==> config.mk <==
export PLATFORM = sky130hd
export DESIGN_NAME = cse_div_cell
export DESIGN_NICKNAME = d
export VERILOG_FILES = /design/src/hw/rtl/cse_pkg.sv /design/src/hw/rtl/cse_div_cell.sv
export SDC_FILE = /design/constraint.sdc
export NUM_CORES = 1
export LEC_CHECK = 0
export CAP_MARGIN = 20
export CORE_MARGIN = 3
export CORE_UTILIZATION = 50
export DETAILED_ROUTE_END_ITERATION = 8
export DONT_BUFFER_PORTS = 1
export PLACE_DENSITY = 0.73
export SKIP_CTS_REPAIR_TIMING = 1
export SLEW_MARGIN = 10
export SYNTH_ARGS = -nofsm -noshare
export SYNTH_HDL_FRONTEND = slang
export SYNTH_SLANG_ARGS = --single-unit
==> constraint.sdc <==
create_clock -name i_clk -period 2.25 [get_ports i_clk]
set_input_delay 0.225 -clock i_clk [delete_from_list [all_inputs] [get_ports i_clk]]
set_output_delay 0.225 -clock i_clk [all_outputs]
set_load 0.05 [all_outputs]
==> src/hw/rtl/cse_pkg.sv <==
// ----------------------------------------------------------------------------
// cse_pkg
// Shared constants and types for the CAN signal extract and scale block.
// ----------------------------------------------------------------------------
package cse_pkg;

    localparam int DEF_MAX_FIELD_BITS = 32;
    localparam int MAX_PAYLOAD_BYTES  = 8;
    localparam int PAYLOAD_BITS       = 64;
    localparam int DIV_BITS           = 16;
    localparam int SCALED_BITS        = 49;

    typedef enum logic [2:0] {
        REG_START_BIT        = 3'd0,
        REG_FIELD_LENGTH     = 3'd1,
        REG_BIG_ENDIAN       = 3'd2,
        REG_SCALE_MULTIPLIER = 3'd3,
        REG_SCALE_DIVIDER    = 3'd4,
        REG_RAW_OFFSET       = 3'd5
    } t_reg_idx;

    typedef struct packed {
        logic err;
        logic neg;
    } t_meta;

endpackage

==> src/hw/rtl/cse_div_cell.sv <==
// ----------------------------------------------------------------------------
// cse_div_cell
// One cell of the divider chain: develops one quotient bit by restoring
// compare and subtract, and hands its partial result to the next cell.
// ----------------------------------------------------------------------------
module cse_div_cell
    import cse_pkg::*;
#(
    parameter int RAW_BITS  = DEF_MAX_FIELD_BITS,
    parameter int PROD_BITS = 49
) (
    input  logic                 i_clk,
    input  logic                 i_rst_n,
    input  logic                 i_en,
    input  logic [DIV_BITS-1:0]  i_div,
    input  logic                 i_valid,
    input  t_meta                i_meta,
    input  logic [RAW_BITS-1:0]  i_raw,
    input  logic [DIV_BITS-1:0]  i_rem,
    input  logic [PROD_BITS-1:0] i_dq,
    output logic                 o_valid,
    output t_meta                o_meta,
    output logic [RAW_BITS-1:0]  o_raw,
    output logic [DIV_BITS-1:0]  o_rem,
    output logic [PROD_BITS-1:0] o_dq
);

    logic [DIV_BITS:0]    n_trial;
    logic                 n_qbit;
    logic [DIV_BITS:0]    n_diff;
    logic [DIV_BITS-1:0]  n_rem;
    logic [PROD_BITS-1:0] n_dq;

    logic                 r_valid;
    t_meta                r_meta;
    logic [RAW_BITS-1:0]  r_raw;
    logic [DIV_BITS-1:0]  r_rem;
    logic [PROD_BITS-1:0] r_dq;

    always_comb begin
        n_trial = {i_rem, i_dq[PROD_BITS-1]};
        n_qbit  = n_trial >= {1'b0, i_div};
        n_diff  = n_trial - {1'b0, i_div};
        n_rem   = n_qbit ? n_diff[DIV_BITS-1:0] : n_trial[DIV_BITS-1:0];
        // dividend bits shift out at the top, quotient bits in at the bottom
        n_dq    = {i_dq[PROD_BITS-2:0], n_qbit};
    end

    always_ff @(posedge i_clk) begin
        if (!i_rst_n) begin
            r_valid <= 1'b0;
        end else if (i_en) begin
            r_valid <= i_valid;
        end
    end

    always_ff @(posedge i_clk) begin
        if (i_en) begin
            r_meta <= i_meta;
            r_raw  <= i_raw;
            r_rem  <= n_rem;
            r_dq   <= n_dq;
        end
    end

    assign o_valid = r_valid;
    assign o_meta  = r_meta;
    assign o_raw   = r_raw;
    assign o_rem   = r_rem;
    assign o_dq    = r_dq;

endmodule

==> impl_results.md <==
* Peak Freq at 0.527 GHz
* Dpl cells at 366
* # DRC at 0
* Root Driver: clkbuf_8
* Synth unique cells at 47
* First-pass GRT wire length at 13.9 mm
* Most used DFF post-synth: edfxtp_1
* Crit path max fanout at 2
* Pin count of the biggest net entering global routing at 101
* Vias in the first global route at 2220
* Height of the die at 97.7 µm
* Top-count cell post-synth: edfxtp_1
* Period utilization at 84.4%
* Final Power at 0.00455 W
* Worst hold start: i_rem[1]
* Max Cap Viol at 0
* P&R area growth vs syn at 31.1%
* Dominant cells by area after synthesis: edfxtp_1, ha_1, mux2_4
* CTS sink count at 100
* Top-area cell type share of the netlist area at 70.8%
* Max Root-Sink Buffers at 2
* Hold-critical path endpoint: o_rem[2]
* Setup TNS at 0 ns
* Post-layout nets at 496
* Critical path type: in2reg
* R2r startpoint: o_valid
* CP endpoint kind: flop
* Reg2Reg Depth at 2
* Arrival time worst endpoint at 2.01 ns
* Startpoint types: input port
* DR vias at 2562
* RR Endpoint: o_valid
* Final Hold Viols at 0
* DR pass1 iterations at 6
* Worst hold slack at 0.0766 ns
* Hold crit path type: in2reg
* Die W at 97.7 µm
* Final Util at 69.4%
* Via density per instance at 5.49
* Post-synth ARST share at 0%
* Outcome: complete, no violations
* Num rows at 32
* Detail Placement HPWL at 7.65 mm
* Initial antenna violation count at 0
* Top cells by count, synth: edfxtp_1, inv_1, ha_1
* Ant. Diodes at 0
* Min cycle time layout at 1.90 ns
* Ports at 219
* CTS clk-pin slew, worst paths at 0.10 ns
* Setup-failing EPs final at 0
* # port buffers at 0
* Mapped Cells at 255
* Total grt overflow at 0
* CTS Buf Count at 9
* WL/cell at 23.0 µm
* Power per standard cell area at 826 nW/µm²
* Total track usage at 19.6%
* Clock skew at 0 ns
* Fin cells at 467
* Unrepaired setup endpoints after global routing: false
* DR iter-0 viols at 100
* Post-Syn Nets at 391
* Die Area at 9540 µm²
* Core area at 7930 µm²
* Mean Syn Cell Area at 16.5 µm²
* Synth area leader: edfxtp_1
* Routed WL at 10.7 mm
* EDFF count, synth at 99
* CTS tree: yes
* Hold path depth at 1
* Worst skew pair latency at 0.35 ns
* Layout cell share with drive strength beyond 1 at 14.8%
* Synth warn at 0
* Worst IR drop on VDD at 0.378 mV
* Worst reg2reg setup slack at 1.19 ns
* Synthesized cell area at 4200 µm²
* Post-route ant nets at 0
* Worst Path Required at 2.36 ns
* Slew Viols, Final at 0
* Rel. slew slack at 63.8%
* RePlAce Congestion at 0.900
* FF+latch count, synth at 100
* Initial core utilization at 53.0%
* Sequential fraction of the synthesis area at 71.3%
* Worst Tran Pin Value at 0.544 ns
* Leakage power at 2.12 nW
* CTS H-tree lvls at 3
-- metal layers --
layer | part of all wire (%) | GRT usage (%) | routed length [µm]
met1 | 38 | 22.2 | 4080
met2 | 53 | 34.8 | 5720
met3 | 7.9 | 8.26 | 847
met4 | 0.75 | 4.15 | 81
met5 | 0 | 0 | 0
-- worst max-delay path, stage by stage --
cell	delay, ns
inv_1	0.02
ha_1	0.19
fa_1	0.40
nor2b_1	0.17
o31ai_1	0.11
buf_4	0.15
a211oi_1	0.26
nor3_1	0.10
xnor2_1	0.13
mux2_4	0.25
-- power by group --
group          total [W]  leakage [nW]  internal [W]  switching (W)
logic           0.000559          1.05      0.000312       0.000247
registers        0.00293         0.977       0.00226       0.000665
clock network    0.00107        0.0902      0.000417       0.000648
-- registers in the layout, indices dropped and copies added (netlist names) --
name and cells:
o_dq 49, o_meta 2, o_raw 32, o_rem 16, o_valid 1
-- layout make-up --
type | count | area, µm²
multi-input combinational | 130 | 1130
clock buffer | 9 | 124
tap | 102 | 128
fill | 537 | 2420
inverter | 20 | 82.6
sequential | 100 | 2990
clock inverter | 7 | 62.6
timing repair buffer | 99 | 983
-- cell families after synthesis --
group | share of synthesized area (%)
AOI/OAI and AO/OA | 9.62
xor gates and xnor gates | 1.88
adders and majority gates | 5.24
buffers and inverters | 3.31
DFF | 71.3
muxes | 3.60
and+or+nand+nor | 5.09
-- placed cells by master, fill, tap and decap left out, types with 3 or more instances in the layout --
cell type	Yosys	routed
a211o_1	3	3
a211oi_1	3	3
a21boi_0	3	3
a21o_1	5	5
a21oi_1	3	3
buf_4	0	14
clkbuf_8	0	9
clkinv_4	0	3
dlygate4sd3_1	0	83
edfxtp_1	99	99
ha_1	16	11
ha_4	0	5
inv_1	19	18
mux2_4	8	8
nand2_1	5	5
nand3_1	7	7
nor2_1	12	12
nor3_1	3	3
o21a_1	6	6
o21ai_0	9	9
o31ai_1	5	5
xnor2_1	5	5
xor2_1	4	4
-- stage by stage --
step | instance area [µm²] | setup WS (ns)
6_report | 5510 | 0.351
3_5_place_dp | 4440 | -0.00902
3_3_place_gp | 4440 | 0.0227
4_1_cts | 4630 | 0.386
5_1_grt | 5510 | 0.294
2_1_floorplan | 4270 | -0.130
-- worst max path at each step --
stage	cells past startpoint	to	start	slack (ns)
2_1_floorplan	11	o_rem[10]	i_rem[11]	-0.13
6_report	10	o_rem[10]	i_dq[48]	0.35
3_3_place_gp	8	o_rem[12]	i_div[2]	0.02
3_5_place_dp	10	o_rem[10]	i_dq[48]	-0.009
4_1_cts	10	o_rem[10]	i_dq[48]	0.39
5_1_grt	8	o_rem[12]	i_div[2]	0.29
Note: power is estimated with default switching activity, not from simulation.
