$ cat config.mk
export PLATFORM = sky130hd
export DESIGN_NAME = cse_mul
export DESIGN_NICKNAME = d
export VERILOG_FILES = /design/src/hw/rtl/cse_pkg.sv /design/src/hw/rtl/cse_mul.sv
export SDC_FILE = /design/constraint.sdc
export NUM_CORES = 1
export LEC_CHECK = 0
export BUFFER_PORTS_ARGS = -buffer_cell sky130_fd_sc_hd__buf_2
export CORE_MARGIN = 3
export CORE_UTILIZATION = 35
export CTS_BUF_LIST = sky130_fd_sc_hd__clkbuf_4 sky130_fd_sc_hd__clkbuf_8 sky130_fd_sc_hd__clkbuf_16
export CTS_CLUSTER_SIZE = 30
export DETAILED_ROUTE_END_ITERATION = 8
export GPL_TIMING_DRIVEN = 0
export SETUP_SLACK_MARGIN = 0.4
export SLEW_MARGIN = 20
export SYNTH_ARGS = -nofsm -noshare
export SYNTH_HDL_FRONTEND = slang
export SYNTH_SLANG_ARGS = --single-unit
$ cat constraint.sdc
create_clock -name i_clk -period 7.59 [get_ports i_clk]
set_clock_uncertainty 0.05 [all_clocks]
set_input_delay 2.277 -clock i_clk [delete_from_list [all_inputs] [get_ports i_clk]]
set_output_delay 2.277 -clock i_clk [all_outputs]
set_load 0.02 [all_outputs]
$ cat src/hw/rtl/cse_pkg.sv
// ----------------------------------------------------------------------------
// cse_pkg
// Shared constants and types for the CAN signal extract and scale block.
// ----------------------------------------------------------------------------
package cse_pkg;

    localparam int DEF_MAX_FIELD_BITS = 32;
    localparam int MAX_PAYLOAD_BYTES  = 8;
    localparam int PAYLOAD_BITS       = 64;
    localparam int DIV_BITS           = 16;
    localparam int SCALED_BITS        = 49;

    typedef enum logic [2:0] {
        REG_START_BIT        = 3'd0,
        REG_FIELD_LENGTH     = 3'd1,
        REG_BIG_ENDIAN       = 3'd2,
        REG_SCALE_MULTIPLIER = 3'd3,
        REG_SCALE_DIVIDER    = 3'd4,
        REG_RAW_OFFSET       = 3'd5
    } t_reg_idx;

    typedef struct packed {
        logic err;
        logic neg;
    } t_meta;

endpackage

$ cat src/hw/rtl/cse_mul.sv
// ----------------------------------------------------------------------------
// cse_mul
// Adds the offset, splits into sign and magnitude and multiplies the
// magnitudes. Two register stages.
// ----------------------------------------------------------------------------
module cse_mul
    import cse_pkg::*;
#(
    parameter int FIELD_BITS = DEF_MAX_FIELD_BITS
) (
    input  logic                                                  i_clk,
    input  logic                                                  i_rst_n,
    input  logic                                                  i_en,
    input  logic                                                  i_valid,
    input  logic                                                  i_err,
    input  logic [FIELD_BITS-1:0]                                 i_raw,
    input  logic signed [DIV_BITS-1:0]                            i_multiplier,
    input  logic signed [DIV_BITS-1:0]                            i_offset,
    output logic                                                  o_valid,
    output t_meta                                                 o_meta,
    output logic [FIELD_BITS-1:0]                                 o_raw,
    output logic [((FIELD_BITS > DIV_BITS) ? FIELD_BITS : DIV_BITS)+1+DIV_BITS-1:0] o_prod
);

    localparam int SUM_BITS  = ((FIELD_BITS > DIV_BITS) ? FIELD_BITS : DIV_BITS) + 2;
    localparam int MAG_BITS  = SUM_BITS - 1;
    localparam int PROD_BITS = MAG_BITS + DIV_BITS;

    logic [SUM_BITS-1:0]   n_sum;
    logic [SUM_BITS-1:0]   n_sum_abs;
    logic [DIV_BITS-1:0]   n_mul_abs;
    t_meta                 n_meta;
    logic [PROD_BITS-1:0]  n_prod;

    logic                  r_p_valid;
    t_meta                 r_p_meta;
    logic [FIELD_BITS-1:0] r_p_raw;
    logic [MAG_BITS-1:0]   r_p_msum;
    logic [DIV_BITS-1:0]   r_p_mmul;

    logic                  r_m_valid;
    t_meta                 r_m_meta;
    logic [FIELD_BITS-1:0] r_m_raw;
    logic [PROD_BITS-1:0]  r_m_prod;

    always_comb begin
        n_sum = {{(SUM_BITS-FIELD_BITS){1'b0}}, i_raw}
              + {{(SUM_BITS-DIV_BITS){i_offset[DIV_BITS-1]}}, i_offset};
        n_sum_abs = n_sum[SUM_BITS-1] ? (SUM_BITS'(0) - n_sum) : n_sum;
        n_mul_abs = i_multiplier[DIV_BITS-1] ? (DIV_BITS'(0) - i_multiplier) : i_multiplier;
        n_meta.err = i_err;
        n_meta.neg = n_sum[SUM_BITS-1] ^ i_multiplier[DIV_BITS-1];
        n_prod = PROD_BITS'(r_p_msum) * PROD_BITS'(r_p_mmul);
    end

    always_ff @(posedge i_clk) begin
        if (!i_rst_n) begin
            r_p_valid <= 1'b0;
            r_m_valid <= 1'b0;
        end else if (i_en) begin
            r_p_valid <= i_valid;
            r_m_valid <= r_p_valid;
        end
    end

    always_ff @(posedge i_clk) begin
        if (i_en) begin
            r_p_meta <= n_meta;
            r_p_raw  <= i_raw;
            r_p_msum <= n_sum_abs[MAG_BITS-1:0];
            r_p_mmul <= n_mul_abs;
            r_m_meta <= r_p_meta;
            r_m_raw  <= r_p_raw;
            r_m_prod <= n_prod;
        end
    end

    assign o_valid = r_m_valid;
    assign o_meta  = r_m_meta;
    assign o_raw   = r_m_raw;
    assign o_prod  = r_m_prod;

endmodule

==> metrics, run 1 <==
Slew headroom=0.363; Main synth FF type=edfxtp_1; Initial DRC Count=about 1300; Routed Antenna Nets=0; Setup CP Type=reg -> reg; WL final=just under 70000 um; die area=0.0735 mm^2; Min Hold Slack=0.371 ns; Vias=between 15000 and 20000; Pre-antenna DRT Iters=5; fin crit period=about 7 ns; first-pass GRT wire length=between 100000 and 150000 um; post-synthesis mux area share=0.00214; Setup crit end kind=flip-flop; via density per instance=between 4 and 5; clock insertion delay at the later pin of the skew report=roughly 0.5 ns; initial antenna violation count=9; H-tree Lvls=4; Root Buffer=clkbuf_16; compound-gate portion of the synthesized area=0.0791; HP Start=r_p_raw[31]; largest family of logic cells by synthesized area=adder cells; fin. max-slew vios=0; CP Launch Type=flip-flop; Reg2Reg Launch Point=r_p_msum[9]; Avg WL per Cell=18.7 um; fmax=142 MHz; Setup TNS=0 ns; Synth Area in XOR/XNOR=0.0394; Post-DP HPWL=55800 um; Seq cells post-synth=around 170; Netlist Area Pre-Place=between 0.02 and 0.025 mm^2; Core ar.=0.0691 mm^2; Final GP Congestion=between 0.9 and 1; commonest cells after routing, fill and taps aside=463 x inv_1, 431 x fa_1, 365 x nand2_1; share of layout cells above drive strength 1=0.136; CTS tree=yes; commonest non-fill, non-tap cell in the layout=inv_1; Initial Util=0.356; number of global-route vias before repair=19100; CP Max Fanout=7; worst endpoint required time=7.77 ns; Hold Violations, Final=0; Die W=271 um; clock tree buffer depth=2; Final #Nets=3392; CTS Hold Buffers Added=0; synthesis-to-layout area growth=14.2%; count of maximum capacitance violations=0; CTS sink cnt=168; count of buffers from port buffering=roughly 150; crit path from=r_p_msum[9]; Synth Instances=2510; Yosys cell types=between 70 and 80; EDFF count, synth=166; Final period util=0.928; Adder-Cell Fraction of Synth Area=0.432; Syn Area/Cell=approximately 9.8 um^2; hold crit path type=reg -> reg; Seq/Total Area, Yosys=0.204; final setup fails=0; # rows=96; Design Area, Final=0.0281 mm^2; Overflow after GRT=0; CTS buffer count=17; RSZ-0062 raised after global routing=true; io pins=153; warnings from Yosys=0; die height=approximately 270 um; post-placement cell area=0.0266 mm^2; clock transition at the registers of the reported paths=roughly 0.070 ns; syn_nets=between 3000 and 4000; WP data arrival=7.22 ns; DR DRC count=0; Post-Synth Simple-Gate Area=0.158; largest net degree at the start of global routing=90; measured slew at the worst slew-check pin=0.949 ns; global router's overall resource usage=0.193; asr flop ratio synth=0; outcome=finished clean
## cell type report
cell class,instances,area (um^2)
Antenna cell,5,12.5
Buffer,95,659
Clock buffer,17,425
Clock inverter,15,201
Fill cell,6867,41000
Inverter,463,1740
Multi-Input combinational cell,1784,17700
Sequential cell,168,5020
Tap cell,931,1160
Timing Repair Buffer,205,1200
## timing repair
action                     4_1_cts  5_1_grt
gates resized for setup        125      109
pin swaps                        8       14
buffers inserted                31       21
setup endpoints to repair       23       12
## flip-flops by register name, indices dropped and copies added, names as in the netlist
name / flops
o_valid: 1
r_p_mmul: 16
o_prod: 49
r_p_meta: 2
r_p_msum: 33
o_raw: 32
r_p_valid: 1
r_p_raw: 32
o_meta: 2
## worst max-delay path, stage by stage (launching register included)
cell      delay (ns)
edfxtp_1        0.49
buf_4           0.21
and2_1          0.17
fa_1            0.53
inv_1           0.05
fa_1            0.49
fa_1            0.51
inv_1           0.05
fa_1            0.49
fa_1            0.49
inv_1           0.04
fa_1            0.47
inv_1           0.04
ha_1            0.27
buf_6           0.14
and3_1          0.18
a211o_1         0.30
o21ai_2         0.20
a211oi_2        0.13
nor3_4          0.41
o21ai_4         0.14
a311o_1         0.41
and2_1          0.22
a211oi_2        0.21
xnor2_1         0.10
## per-layer routing
metal  track usage  vias to the layer above  wire, um
li1              -                     8346         -
met5       0.00592                        -       119
met4        0.0802                       10      2640
met1         0.240                     9091     28400
met3        0.0525                      125      5080
met2         0.317                      569     32600
## synth_stat cells (33+ instances only)
library cell	n	area [um^2]
a21o_1	38	285
a21oi_1	91	455
and2_1	232	1450
clkbuf_1	90	338
edfxtp_1	166	4980
fa_1	433	8670
ha_1	156	1950
inv_1	463	1740
nand2_1	365	1370
nor2_1	65	244
o21ai_0	43	215
xnor2_1	74	648
xor2_1	33	289
## final timing paths
kind                 to  slack, ns  depth (start not counted)
max reg2reg  o_prod[47]       0.55                         24
min           o_raw[31]       0.37                          0
min reg2reg   o_raw[31]       0.37                          0
max          o_prod[47]       0.55                         24
## cells by family after synthesis
logic type / Yosys count
compound gates: 293
xor+xnor: 109
fa+ha+maj: 589
buf+inv: 558
flops: 168
mux: 5
simple gates: 788
## stage by stage
stage,cells,worst slack (ns),util
6_report,3683,0.546,0.407
5_1_grt,3680,0.369,0.407
4_1_cts,3657,0.402,0.401
3_5_place_dp,3594,-0.925,0.385
3_3_place_gp,3593,-0.889,0.384
2_1_floorplan,2510,1.15,-
Power of run 1 is not shown: default switching activity piles up to over one toggle a cycle in this logic, so the estimate is an artifact.
==> inputs of run 2 (changes only) <==
--- a/config.mk
+++ b/config.mk
@@ -11,7 +11,6 @@
 export CTS_BUF_LIST = sky130_fd_sc_hd__clkbuf_4 sky130_fd_sc_hd__clkbuf_8 sky130_fd_sc_hd__clkbuf_16
 export CTS_CLUSTER_SIZE = 30
 export DETAILED_ROUTE_END_ITERATION = 8
-export GPL_TIMING_DRIVEN = 0
 export SETUP_SLACK_MARGIN = 0.4
 export SLEW_MARGIN = 20
 export SYNTH_ARGS = -nofsm -noshare
==> metrics, run 2 (synthesized netlist as in run 1, its figures left out) <==
final setup fails=0; fin crit period=between 6 and 7 ns; CTS tree=yes; Vias=between 15000 and 20000; setup ws final=roughly 0.63 ns; Fill cells=between 6000 and 7000; Overflow after GRT=0; Slew headroom=0.386; hold crit path type=reg -> reg; count of buffers from port buffering=approximately 150; first-pass GRT wire length=around 100000 um; die height=about 270 um; outcome=finished clean; Core Util, Final=0.404; Initial Util=0.356; Setup crit end kind=flip-flop; Pre-antenna DRT Iters=5; H-tree Lvls=4; fin. max-slew vios=0; commonest cells after routing, fill and taps aside=463 x inv_1, 433 x fa_1, 365 x nand2_1; clock insertion delay at the later pin of the skew report=0.49 ns; Routed Antenna Nets=0; M1 GR Usage=0.240; clock tree buffer depth=2; die area=0.0735 mm^2; GR peak layer=met2; share of layout cells above drive strength 1=0.131; CP Launch Type=flip-flop; Final #Nets=around 3400; CTS buffer count=17; via density per instance=just under 5; Hold Violations, Final=0; met3 GRT Util=0.0481; CTS sink cnt=168; Setup CP Type=reg -> reg; Final period util=0.917; io pins=153; Final GP Congestion=about 0.86; WL final=~63000 um; worst endpoint required time=7.77 ns; grt met2 use=0.280; count of maximum capacitance violations=0; global router's overall resource usage=0.177; Post-DP HPWL=around 50000 um; commonest non-fill, non-tap cell in the layout=inv_1; number of global-route vias before repair=around 18000; clock transition at the registers of the reported paths=0.08 ns; WP data arrival=7.14 ns; # rows=96; dpl ws=-0.127 ns; largest net degree at the start of global routing=between 70 and 80; measured slew at the worst slew-check pin=0.914 ns; RSZ-0062 raised after global routing=false; Die W=between 200 and 300 um; Avg WL per Cell=about 17 um; Root Buffer=clkbuf_16; synthesis-to-layout area growth=13.3%; Core ar.=0.0691 mm^2; initial antenna violation count=9; DR DRC count=0; Initial DRC Count=between 800 and 900; CP Max Fanout=20; max reg flops=a little under 50; fmax=144 MHz
==> run 2: path summary, 6_finish.rpt <==
| check | from | end | slack, ns | cells after the start |
|---|---|---|---|---|
| worst min register to register | r_p_raw[17] | o_raw[17] | 0.36 | 0 |
| worst max-delay path | r_p_mmul[7] | o_prod[45] | 0.63 | 22 |
| worst min-delay path | r_p_raw[17] | o_raw[17] | 0.36 | 0 |
| worst max register to register | r_p_mmul[7] | o_prod[45] | 0.63 | 22 |
==> run 2: metal layers <==
metal / vias up / share of wire
li1: 8293 / -
met1: 8737 / 0.45
met2: 474 / 0.45
met3: 83 / 0.072
met4: 8 / 0.024
met5: - / 0.00089
==> run 2: per-stage QoR <==
stage / cells / hold slack [ns] / instance area [um^2] / TNS (ns)
CTS: 3640 / 0.367 / 27600 / 0
floorplan: 2510 / 0.350 / 24600 / 0
finish: 3659 / 0.362 / 27900 / 0
detailed placement: 3549 / 0.355 / 26600 / -0.127
global route: 3657 / 0.375 / 27900 / 0
global placement: 3549 / 0.350 / 26600 / -0.0457
==> run 2: cell type report <==
type,count,area (um^2),area share
Sequential cell,168,5020,0.180
Multi-Input combinational cell,1784,17600,0.631
Clock inverter,15,193,0.00691
Tap cell,931,1160,0.0418
Antenna cell,5,12.5,0.000449
Clock buffer,17,425,0.0153
Inverter,463,1740,0.0624
Timing Repair Buffer,276,1720,0.0616
==> run 2: timing repair <==
| item | in CTS | in global routing |
|---|---|---|
| setup buffers | 59 | 14 |
| pin swaps | 0 | 8 |
| resized for setup | 8 | 25 |
| endpoints found under the setup margin | 9 | 9 |
| hold buffers | 0 | 0 |
==> run 2: worst max-delay path: stages, from the launching register on <==
cell and delay [ns]:
edfxtp_1 0.47, buf_4 0.20, buf_6 0.21, nand2_1 0.11, fa_1 0.55, inv_1 0.06, fa_1 0.48, fa_1 0.64
fa_1 0.46, fa_1 0.51, fa_1 0.41, ha_1 0.37, a21oi_1 0.23, o21ai_0 0.12, a21oi_1 0.21, o31ai_1 0.10
nor3_1 0.22, buf_4 0.19, o21ai_1 0.13, a311o_1 0.44, a31o_2 0.27, a21oi_1 0.19, xnor2_1 0.08
Power of run 2 is left out for the same reason.
